### config.mk
export PLATFORM = sky130hd
export DESIGN_NAME = sha256_stream_hash
export DESIGN_NICKNAME = d
export VERILOG_FILES = /design/src/sv/sha_pkg.sv /design/src/sv/sha_front.sv /design/src/sv/sha_back.sv /design/src/sv/sha256_stream_hash.sv
export SDC_FILE = /design/constraint.sdc
export NUM_CORES = 2
export LEC_CHECK = 0
export BUFFER_PORTS_ARGS = -buffer_cell sky130_fd_sc_hd__buf_2
export CORE_UTILIZATION = 40
export DETAILED_ROUTE_END_ITERATION = 10
export PLACE_DENSITY = 0.65
export SLEW_MARGIN = 10
export SYNTH_ARGS = -nofsm -noshare
export SYNTH_HDL_FRONTEND = slang
export SYNTH_SLANG_ARGS = --single-unit
### constraint.sdc
create_clock -name clk -period 21.5 [get_ports clk]
set_input_delay 4.3 -clock clk [delete_from_list [all_inputs] [get_ports clk]]
set_output_delay 4.3 -clock clk [all_outputs]
set_load 0.03 [all_outputs]
### src/sv/sha_pkg.sv
// Package for the SHA-256 stream hash: round constants, initial hash values,
// queue entry type, state type and a rotate-right helper. No dependencies.
package sha_pkg;
	localparam int unsigned QDEPTH = 4;
	localparam int unsigned QAW = 2;

	typedef struct packed {
		logic [7:0] data_byte;
		logic       is_last;
		logic       no_byte;
	} item_t;

	typedef enum logic [2:0] {
		B_IDLE, B_ROUND, B_ADD, B_PAD, B_OUT
	} bstate_t;

	localparam logic [7:0] PAD_BYTE = 8'h80;

	localparam logic [31:0] INIT_HASH [8] = '{
		32'h6a09e667, 32'hbb67ae85, 32'h3c6ef372, 32'ha54ff53a,
		32'h510e527f, 32'h9b05688c, 32'h1f83d9ab, 32'h5be0cd19};

	localparam logic [31:0] ROUND_K [64] = '{
		32'h428a2f98, 32'h71374491, 32'hb5c0fbcf, 32'he9b5dba5,
		32'h3956c25b, 32'h59f111f1, 32'h923f82a4, 32'hab1c5ed5,
		32'hd807aa98, 32'h12835b01, 32'h243185be, 32'h550c7dc3,
		32'h72be5d74, 32'h80deb1fe, 32'h9bdc06a7, 32'hc19bf174,
		32'he49b69c1, 32'hefbe4786, 32'h0fc19dc6, 32'h240ca1cc,
		32'h2de92c6f, 32'h4a7484aa, 32'h5cb0a9dc, 32'h76f988da,
		32'h983e5152, 32'ha831c66d, 32'hb00327c8, 32'hbf597fc7,
		32'hc6e00bf3, 32'hd5a79147, 32'h06ca6351, 32'h14292967,
		32'h27b70a85, 32'h2e1b2138, 32'h4d2c6dfc, 32'h53380d13,
		32'h650a7354, 32'h766a0abb, 32'h81c2c92e, 32'h92722c85,
		32'ha2bfe8a1, 32'ha81a664b, 32'hc24b8b70, 32'hc76c51a3,
		32'hd192e819, 32'hd6990624, 32'hf40e3585, 32'h106aa070,
		32'h19a4c116, 32'h1e376c08, 32'h2748774c, 32'h34b0bcb5,
		32'h391c0cb3, 32'h4ed8aa4a, 32'h5b9cca4f, 32'h682e6ff3,
		32'h748f82ee, 32'h78a5636f, 32'h84c87814, 32'h8cc70208,
		32'h90befffa, 32'ha4506ceb, 32'hbef9a3f7, 32'hc67178f2};

	function automatic logic [31:0] ror(input logic [31:0] x, input int unsigned n);
		ror = (x >> n) | (x << (32 - n));
	endfunction
endpackage

### src/sv/sha_front.sv
// Front part of the SHA-256 stream hash: accepts input transfers, drops
// byteless items that do not end a message, and queues the rest. Uses sha_pkg.
module sha_front (
	input  logic              clk,
	input  logic              arst_n,
	input  logic              in_valid,
	output logic              in_ready,
	input  sha_pkg::item_t    in_item,
	output logic              q_valid,
	input  logic              q_ready,
	output sha_pkg::item_t    q_item
);
	sha_pkg::item_t            mem_q [sha_pkg::QDEPTH];
	logic [sha_pkg::QAW-1:0]   wp_q, rp_q;
	logic [sha_pkg::QAW:0]     cnt_q;
	logic                      push, pop;

	assign in_ready = (cnt_q != 3'(sha_pkg::QDEPTH));
	// Byteless items without the end flag change nothing and are dropped here.
	assign push = in_valid && in_ready && !(in_item.no_byte && !in_item.is_last);
	assign q_valid = (cnt_q != '0);
	assign pop = q_valid && q_ready;
	assign q_item = mem_q[rp_q];

	always_ff @(posedge clk) begin
		if (push) mem_q[wp_q] <= in_item;
	end

	always_ff @(posedge clk or negedge arst_n) begin
		if (!arst_n) begin
			wp_q <= '0; rp_q <= '0; cnt_q <= '0;
		end else begin
			if (push) wp_q <= wp_q + 1'b1;
			if (pop) rp_q <= rp_q + 1'b1;
			cnt_q <= cnt_q + {2'b0, push} - {2'b0, pop};
		end
	end
endmodule

### src/sv/sha_back.sv
// Back part of the SHA-256 stream hash: block buffer, message schedule,
// one-round-per-cycle compression, padding and digest output. Uses sha_pkg.
module sha_back (
	input  logic              clk,
	input  logic              arst_n,
	input  logic              q_valid,
	output logic              q_ready,
	input  sha_pkg::item_t    q_item,
	output logic              out_valid,
	input  logic              out_ready,
	output logic [31:0]       digest_word,
	output logic [2:0]        word_index,
	output logic              last_word
);
	sha_pkg::bstate_t state_q, state_d;
	logic [31:0] w_q [16];      // sliding schedule window, big-endian words
	logic [31:0] h_q [8];
	logic [31:0] v_q [8];
	logic [5:0]  fill_q;
	logic [63:0] len_q;
	logic [5:0]  rnd_q;
	logic        fin_q;         // the message has been closed, padding is owed
	logic        pad_q;         // the 0x80 pad byte has been written
	logic        lenblk_q;      // current compressed block holds the length
	logic [2:0]  oidx_q;

	logic [31:0] wt, s0, s1, wnew, t1, t2, e, a;
	logic        take, byte_in;
	logic [1:0]  bsel;
	logic [3:0]  widx;
	logic [7:0]  wbyte;
	logic        do_write;

	assign wt = w_q[0];
	assign s0 = sha_pkg::ror(w_q[1], 7) ^ sha_pkg::ror(w_q[1], 18) ^ (w_q[1] >> 3);
	assign s1 = sha_pkg::ror(w_q[14], 17) ^ sha_pkg::ror(w_q[14], 19) ^ (w_q[14] >> 10);
	assign wnew = w_q[0] + s0 + w_q[9] + s1;
	assign e = v_q[4];
	assign a = v_q[0];
	assign t1 = v_q[7] + (sha_pkg::ror(e, 6) ^ sha_pkg::ror(e, 11) ^ sha_pkg::ror(e, 25))
		+ ((e & v_q[5]) ^ (~e & v_q[6])) + sha_pkg::ROUND_K[rnd_q] + wt;
	assign t2 = (sha_pkg::ror(a, 2) ^ sha_pkg::ror(a, 13) ^ sha_pkg::ror(a, 22))
		+ ((a & v_q[1]) ^ (a & v_q[2]) ^ (v_q[1] & v_q[2]));

	assign q_ready = (state_q == sha_pkg::B_IDLE);
	assign take = q_valid && q_ready;
	assign byte_in = take && !q_item.no_byte;

	// Byte written into the buffer this cycle: message byte, pad byte or
	// length byte, or a zero byte for the fill between them.
	// The length goes only into the block where position 56 follows the pad.
	always_comb begin
		do_write = 1'b0;
		wbyte = '0;
		if (byte_in) begin
			do_write = 1'b1; wbyte = q_item.data_byte;
		end else if (state_q == sha_pkg::B_PAD) begin
			do_write = 1'b1;
			if (!pad_q) wbyte = sha_pkg::PAD_BYTE;
			else if (fill_q >= 6'd56 && (lenblk_q || fill_q == 6'd56))
				wbyte = len_q[8*(63 - fill_q) +: 8];
			else wbyte = 8'h00;
		end
	end
	assign widx = fill_q[5:2];
	assign bsel = fill_q[1:0];

	always_comb begin
		state_d = state_q;
		case (state_q)
			sha_pkg::B_IDLE: begin
				if (take && q_item.is_last) state_d = sha_pkg::B_PAD;
				if (byte_in && fill_q == 6'd63) state_d = sha_pkg::B_ROUND;
			end
			sha_pkg::B_PAD:
				if (fill_q == 6'd63) state_d = sha_pkg::B_ROUND;
			sha_pkg::B_ROUND:
				if (rnd_q == 6'd63) state_d = sha_pkg::B_ADD;
			sha_pkg::B_ADD: begin
				if (lenblk_q) state_d = sha_pkg::B_OUT;
				else if (fin_q) state_d = sha_pkg::B_PAD;
				else state_d = sha_pkg::B_IDLE;
			end
			sha_pkg::B_OUT:
				if (out_ready && oidx_q == 3'd7) state_d = sha_pkg::B_IDLE;
			default: state_d = sha_pkg::B_IDLE;
		endcase
	end

	always_comb begin
		out_valid = (state_q == sha_pkg::B_OUT);
		digest_word = h_q[oidx_q];
		word_index = oidx_q;
		last_word = (oidx_q == 3'd7);
	end

	always_ff @(posedge clk) begin
		if (do_write) begin
			if (bsel == 2'd0) w_q[widx] <= {wbyte, 24'h0};
			else w_q[widx][8*(3 - bsel) +: 8] <= wbyte;
		end
		if (state_q == sha_pkg::B_ROUND) begin
			for (int i = 0; i < 15; i++) w_q[i] <= w_q[i+1];
			w_q[15] <= wnew;
			v_q[7] <= v_q[6]; v_q[6] <= v_q[5]; v_q[5] <= v_q[4];
			v_q[4] <= v_q[3] + t1;
			v_q[3] <= v_q[2]; v_q[2] <= v_q[1]; v_q[1] <= v_q[0];
			v_q[0] <= t1 + t2;
		end else if (state_d == sha_pkg::B_ROUND) begin
			for (int i = 0; i < 8; i++) v_q[i] <= h_q[i];
		end
	end

	always_ff @(posedge clk or negedge arst_n) begin
		if (!arst_n) begin
			state_q <= sha_pkg::B_IDLE;
			for (int i = 0; i < 8; i++) h_q[i] <= sha_pkg::INIT_HASH[i];
			fill_q <= '0; len_q <= '0; rnd_q <= '0;
			fin_q <= 1'b0; pad_q <= 1'b0; lenblk_q <= 1'b0; oidx_q <= '0;
		end else begin
			state_q <= state_d;
			if (byte_in) len_q <= len_q + 64'd8;
			if (do_write) fill_q <= fill_q + 1'b1;
			// Pad byte goes in the first padding cycle; later cycles hold zeros
			// and, once the position reaches 56 with room, the length.
			if (take && q_item.is_last) fin_q <= 1'b1;
			if (state_q == sha_pkg::B_PAD && !pad_q) pad_q <= 1'b1;
			if (state_q == sha_pkg::B_PAD && pad_q && fill_q == 6'd56) lenblk_q <= 1'b1;
			if (state_q == sha_pkg::B_ROUND) rnd_q <= rnd_q + 1'b1;
			if (state_q == sha_pkg::B_ADD) begin
				for (int i = 0; i < 8; i++) h_q[i] <= h_q[i] + v_q[i];
				rnd_q <= '0;
			end
			if (state_q == sha_pkg::B_OUT && out_ready) begin
				oidx_q <= oidx_q + 1'b1;
				if (oidx_q == 3'd7) begin
					for (int i = 0; i < 8; i++) h_q[i] <= sha_pkg::INIT_HASH[i];
					len_q <= '0; fill_q <= '0; fin_q <= 1'b0; pad_q <= 1'b0;
					lenblk_q <= 1'b0;
				end
			end
		end
	end
endmodule

### src/sv/sha256_stream_hash.sv
// Top level of the SHA-256 stream hash: front queue plus compression back end.
// Depends on sha_pkg, sha_front and sha_back.
//
// Usage: message bytes arrive on the s_axis channel, one per transfer.
// s_axis_tlast marks the final transfer; with s_axis_tuser set that transfer
// carries no byte (this also hashes the empty message). A byteless transfer
// without tlast is accepted and discarded.
// The digest leaves on m_axis as eight transfers, word 0 (most significant)
// first; m_axis_tuser carries the word index and m_axis_tlast the eighth word.
// Throughput: one byte a cycle into a four-entry queue while it has room; the
// back end absorbs a byte per cycle while idle and takes no bytes while it
// compresses a full 64-byte block on the single round unit (64 rounds and a
// final add). Closing a message costs padding and one or two compressions
// after the final transfer leaves the queue, before the first digest word
// appears.
// A stalled receiver holds the current digest word; the queue keeps taking
// bytes until full. Reset clears the queue, the chaining words to the initial
// hash values and the length and fill counts; no clearing pass is needed.
module sha256_stream_hash (
	input  logic        clk,
	input  logic        arst_n,
	input  logic        s_axis_tvalid,
	output logic        s_axis_tready,
	input  logic [7:0]  s_axis_tdata,   // [7:0] data_byte
	input  logic        s_axis_tlast,
	input  logic        s_axis_tuser,   // [0] no_byte
	output logic        m_axis_tvalid,
	input  logic        m_axis_tready,
	output logic [31:0] m_axis_tdata,   // [31:0] digest_word
	output logic        m_axis_tlast,
	output logic [2:0]  m_axis_tuser    // [2:0] word_index
);
	sha_pkg::item_t in_item, q_item;
	logic           q_valid, q_ready;

	assign in_item.data_byte = s_axis_tdata;
	assign in_item.is_last = s_axis_tlast;
	assign in_item.no_byte = s_axis_tuser;

	sha_front u_front (
		.clk, .arst_n,
		.in_valid(s_axis_tvalid), .in_ready(s_axis_tready), .in_item,
		.q_valid, .q_ready, .q_item);

	sha_back u_back (
		.clk, .arst_n,
		.q_valid, .q_ready, .q_item,
		.out_valid(m_axis_tvalid), .out_ready(m_axis_tready),
		.digest_word(m_axis_tdata), .word_index(m_axis_tuser),
		.last_word(m_axis_tlast));
endmodule

== Word level (Yosys, flattened, before mapping) ==
Memories as Yosys holds them, arrays and structs flattened.
Index checks and enable logic that the tools add are counted.
Cells by class
  mux-type cells: 95
  shift-type cells: 3
  equal/unequal tests: 10
  add/sub/neg operators: 29
  reduce and logical (&&, ||, !) cells: 23
  bitwise gates (word level): 69
  $lt $le $gt $ge: 3
Operators by type and width (count)
  $mux 256: 3
  $add 32x32->32: 18
  $mux 32: 15
  $xor 32x32->32: 9
  $mux 64: 3
  $and 32x32->32: 5
  $bmux 32 s3: 1
  $add 64x4->64 const B: 1
  $shiftx 64x33->8: 1
  $mux 1: 55
  $or 1x1->1: 40
  $neg 32->34: 1
  $shift 8x34->32 const A: 1
  $shiftx 8x34->32: 1
  $mux 8: 4
  $not 32->32: 1
  $or 10x32->32: 1
  $or 13x32->32: 1
  $or 14x32->32: 1
  $or 15x32->32: 1
  $or 19x32->32: 1
  $or 21x32->32: 1
  $or 25x32->32: 1
  $or 26x32->32: 1
  other kinds (34): 65
Storage, ports and cells
  memories: 4
  memory bits (writable): 808
  memory bits (read-only): 2048
  word-level logic and storage cells: 255
  register bits after elaboration: 348
  output and inout bits: 38
Memory list
  (no name shown): words 64, bits a word 32, read ports 1, clocked after memory_dff 0, wr ports 0, RTL line sha_back.sv:41  | + ((e & v_q[5]) ^ (~e & v_q[6])) + sha_pkg::ROUND_K[rnd_q] + wt;
  u_back.w_q: words 16, bits a word 32, read ports 16, clocked after memory_dff 0, wr ports 16, RTL line sha_back.sv:16  | logic [31:0] w_q [16];
  u_back.v_q: words 8, bits a word 32, read ports 8, clocked after memory_dff 0, wr ports 8, RTL line sha_back.sv:18  | logic [31:0] v_q [8];
  u_front.mem_q: words 4, bits a word 10, read ports 1, clocked after memory_dff 0, wr ports 1, RTL line sha_front.sv:13  | sha_pkg::item_t mem_q [sha_pkg::QDEPTH];

== Longest topological paths before layout ==
  depth in word-level cells: 11
  gate-level depth with buffers: 40
  gate-level depth less buffers: 39

== By module ==
Synthesis repeated with hierarchy kept, for this count alone.
Unflattened totals
  cells, all modules: 7438
  area, all modules: 76135.5 um^2
Modules (own cells, without submodules)
  sha_back: area each 74266.2 um^2, sequential area each 31690.4 um^2, times used 1, cells an instance 7349
  sha_front: area each 1869.3 um^2, sequential area each 1376.3 um^2, times used 1, cells an instance 89

== Least setup slack after synthesis ==
OpenSTA, ideal clock, no wires.
  path kind: register to register
  start: register u_back.rnd_q[1]
  end: memory u_back.v_q[0][31] (data pin)
  data arrival time: 8.900 ns
  data required time: 21.233 ns
  library setup time: 0.267 ns
  path slack: 12.334 ns
  buffers on the path: 2
  stages on the path, launching flop included: 37
  cells stage by stage: dfrtp_1 -> clkinv_1 -> ha_1 -> clkbuf_1 -> or2_2 -> clkbuf_1 -> o21a_1 -> mux4_2 -> fa_1 -> inv_1 -> fa_1 -> fa_1 -> ha_1 -> a21oi_1 -> nor2_1 -> o31a_1 -> o21ai_0 -> a21boi_0 -> o21ai_0 -> nand2b_1 -> a31o_2 -> a21o_1 -> a21oi_1 -> xnor2_1 -> fa_1 -> ha_1 -> a21o_1 -> a21oi_1 -> o21ai_0 -> or4_1 -> o21ai_1 -> a21oi_1 -> nor3b_1 -> a2111oi_0 -> o21ai_0 -> xnor2_1 -> o21ai_0
RTL lines
  start, declared: RTL line sha_back.sv:21  | logic [5:0] rnd_q;
  start signal, assigned: RTL line sha_back.sv:129  | if (state_q == sha_pkg::B_ROUND) rnd_q <= rnd_q + 1'b1;
  end, declared: RTL line sha_back.sv:18

==> results.md <==
* Outcome: complete, no violations
* GRT Resource Usage Total at 0.255
* Count of flip-flops with a built-in enable after synthesis at ~810
* Die area at between 0.15 and 0.2 sq mm
* Least-Margin Pin Slew at roughly 1.4 ns
* Final Hold Viols at 0
* Slew HR at 0.0910
* Netlist Area Pre-Place at about 0.076 sq mm
* Met2 wire len at between 100000 and 150000 um
* Number of global-route vias before repair at about 57000
* Reg clk slew, reported paths at around 0.060 ns
* # hold bufs at CTS at 0
* Unrepaired setup endpoints after global routing: false
* Post-CTS sizing at 0
* Ys async rst share at 0.299
* DRC viols at 0
* Critical Path Start Type: register
* Mean number of vias per cell at approximately 5.9
* Max Used Layer: met4
* Die Y at around 440 um
* Leading cell type in the layout, fill and taps excluded: nand2_1
* Worst Clk Skew at 0.0515 ns
* Hold Path Class: register to register
* Final setup viols at 0
* Worst-Skew Late Latency at between 0.8 and 0.9 ns
* Initial antenna violation count at 3
* Seq/Total Area, Yosys at 0.433
* WL/cell at between 20 and 25 um
* Part of the cycle the worst path needs at 0.540
* Avg Cell Area, Syn at around 10 sq um
* Worst path max stage delay at about 0.90 ns
* Clock Sink Count at around 1200
* Placer Congestion at roughly 1
* Synthesis-stage register bit count at ~1200
* Main synth FF type: edfxtp_1
* DP HPWL at around 180000 um
* Initial DRT Pass Iterations at 6
* Root Driver: clkbuf_16
* Max Clock Freq at between 80 and 90 MHz
* Commonest cells after routing, fill and taps aside: nand2_1 (1078), edfxtp_1 (808), a21o_1 (655)
* Critical path class: register to register
* First-pass GRT wire length at roughly 370000 um
* Required time of the critical path at approximately 22 ns
* Clock buffer count from CTS at around 140
* CP max-delay cell: ha_1
* Layout net count at 7986
* Worst EP arrival at ~12 ns
* Critical path's most frequent cell: o21ai_0
* CORE AREA at between 0.15 and 0.2 sq mm
* Met3 WL at roughly 20000 um
* Setup bufs post-CTS at 0
* Mapped Nets at 8076
* Largest net degree at the start of global routing at ~180
* YS warnings at 0
* Post-Synthesis Cells at about 7500
* Drt initial violations at between 6000 and 7000
* Period minus WS final at about 12 ns
* Ports at 52
* CTS tree: yes
* Final WL at around 250000 um
* Fin Setup TNS at 0 ns
* Starting Density at 0.405
* Max-slew violation count at 0
* Antenna Nets Post-Route at 0
* Die W at 439 um
* Crit path max fanout at 19
* Crit end category: register
* Fraction of layout cells with a size suffix above 1 at 0.0993
* # Max-Cap Violations at 0
* Routed met1 length at 105000 um
* PortBufs at 51
* Clk buf depth at 3
* CTS HTree Levels at 4
* Vias at 58800
* Area Overhead vs Synth at 9.80%
* Yosys cell types at 105
* Total gr overflow at 0
* FP Rows at roughly 160
[sequential cells by signal (all words and copies together), names as in the netlist]
signal / count
u_back.fill_q: 6
u_back.fin_q: 1
u_back.h_q: 256
u_back.len_q: 61
u_back.lenblk_q: 1
u_back.pad_q: 1
u_back.rnd_q: 6
u_back.state_q: 3
u_back.v_q: 256
u_back.w_q: 512
u_back.word_index: 3
u_front.cnt_q: 3
u_front.mem_q: 40
u_front.rp_q: 2
u_front.wp_q: 2
[cell type report]
| type | count | area, sq um |
|---|---|---|
| fillers | 17700 | 105000 |
| multi-input cells | 5614 | 40700 |
| flip-flops and latches | 1153 | 33100 |
| clock buffers | 175 | 3640 |
| well taps | 2495 | 3120 |
| repair buffers | 189 | 1350 |
| inverters | 277 | 1040 |
| clock inverters | 75 | 848 |
| diodes | 5 | 12.5 |
[through the flow]
step	cells	hold WS, ns	util	setup slack (ns)	area [sq um]
after floorplan	7460	0.458	-	12.33	76400
after global placement	9728	0.481	0.421	10.16	79300
after detailed placement	9728	0.479	0.421	10.10	79300
after CTS	9978	0.493	0.444	10.07	83800
after global routing	9978	0.509	0.444	9.41	83800
final	9983	0.488	0.445	9.90	83800
[per-layer routing]
layer | GRT usage | up-vias
met5 | 0 | -
met4 | 0.0917 | 0
met3 | 0.0418 | 376
met2 | 0.405 | 2435
met1 | 0.350 | 29400
li1 | - | 26600
[kinds of logic after synthesis]
family	synth area share
AO/OA/AOI/OAI	0.183
AND/OR/NAND/NOR	0.118
flip-flops	0.433
buffers and inverters	0.0344
adder cells (fa/ha/maj)	0.121
XOR/XNOR	0.0708
multiplexers	0.0394
[path summary, 6_finish.rpt]
| path | start | end | slack, ns | cells past startpoint |
|---|---|---|---|---|
| setup / recovery | u_back.rnd_q[1]$_DFFE_PN0P_ | u_back.v_q[0][31]$_DFFE_PP_ | 9.90 | 35 |
| hold / removal | u_back.w_q[4][2]$_DFFE_PP_ | u_back.w_q[3][2]$_DFFE_PP_ | 0.49 | 1 |
| setup reg to reg | u_back.rnd_q[1]$_DFFE_PN0P_ | u_back.v_q[0][31]$_DFFE_PP_ | 9.90 | 35 |
| hold reg to reg | u_back.w_q[4][2]$_DFFE_PP_ | u_back.w_q[3][2]$_DFFE_PP_ | 0.49 | 1 |
| max in group asynchronous | arst_n | u_back.h_q[148]$_DFF_PN0_ | 15.93 | 3 |
| min in group asynchronous | arst_n | u_front.cnt_q[1]$_DFF_PN0_ | 3.55 | 1 |
[worst max-delay path, delay by kind of cell (launching register included)]
family,cells,cell delay [ns]
compound gates,19,4.22
fa+ha+maj,7,3.70
simple gates,5,1.39
flops,1,0.81
buf+inv,2,0.66
xor+xnor,2,0.56
[synthesized netlist by cell type (25+ instances only)]
cell type,n,share of area
a31oi_1,41,0.0034
maj3_1,25,0.0033
nor2_1,418,0.021
inv_1,274,0.013
dfstp_2,136,0.047
clkbuf_1,376,0.018
edfxtp_1,808,0.32
buf_1,31,0.0015
or3_1,44,0.0036
mux2_2,45,0.0066
nor2b_1,61,0.0050
nand4_1,42,0.0034
a211oi_1,66,0.0065
a21o_1,655,0.064
o21a_1,67,0.0066
dfrtp_1,209,0.068
o22ai_1,28,0.0023
ha_1,406,0.067
mux4_2,93,0.027
nor3_1,85,0.0056
o21ai_0,372,0.024
o21bai_1,39,0.0038
xnor2_1,396,0.045
o211ai_1,102,0.010
xor2_1,221,0.025
mux2i_1,41,0.0054
and2_1,26,0.0021
nand2b_1,60,0.0049
o31ai_1,32,0.0031
and3_1,40,0.0033
fa_1,196,0.051
nand3_1,118,0.0077
nand2_1,1081,0.053
a21oi_1,519,0.034
Power is left out: the tool's default activity adds up to more than one toggle a clock period on the data nets, which glitch-free logic cannot reach.
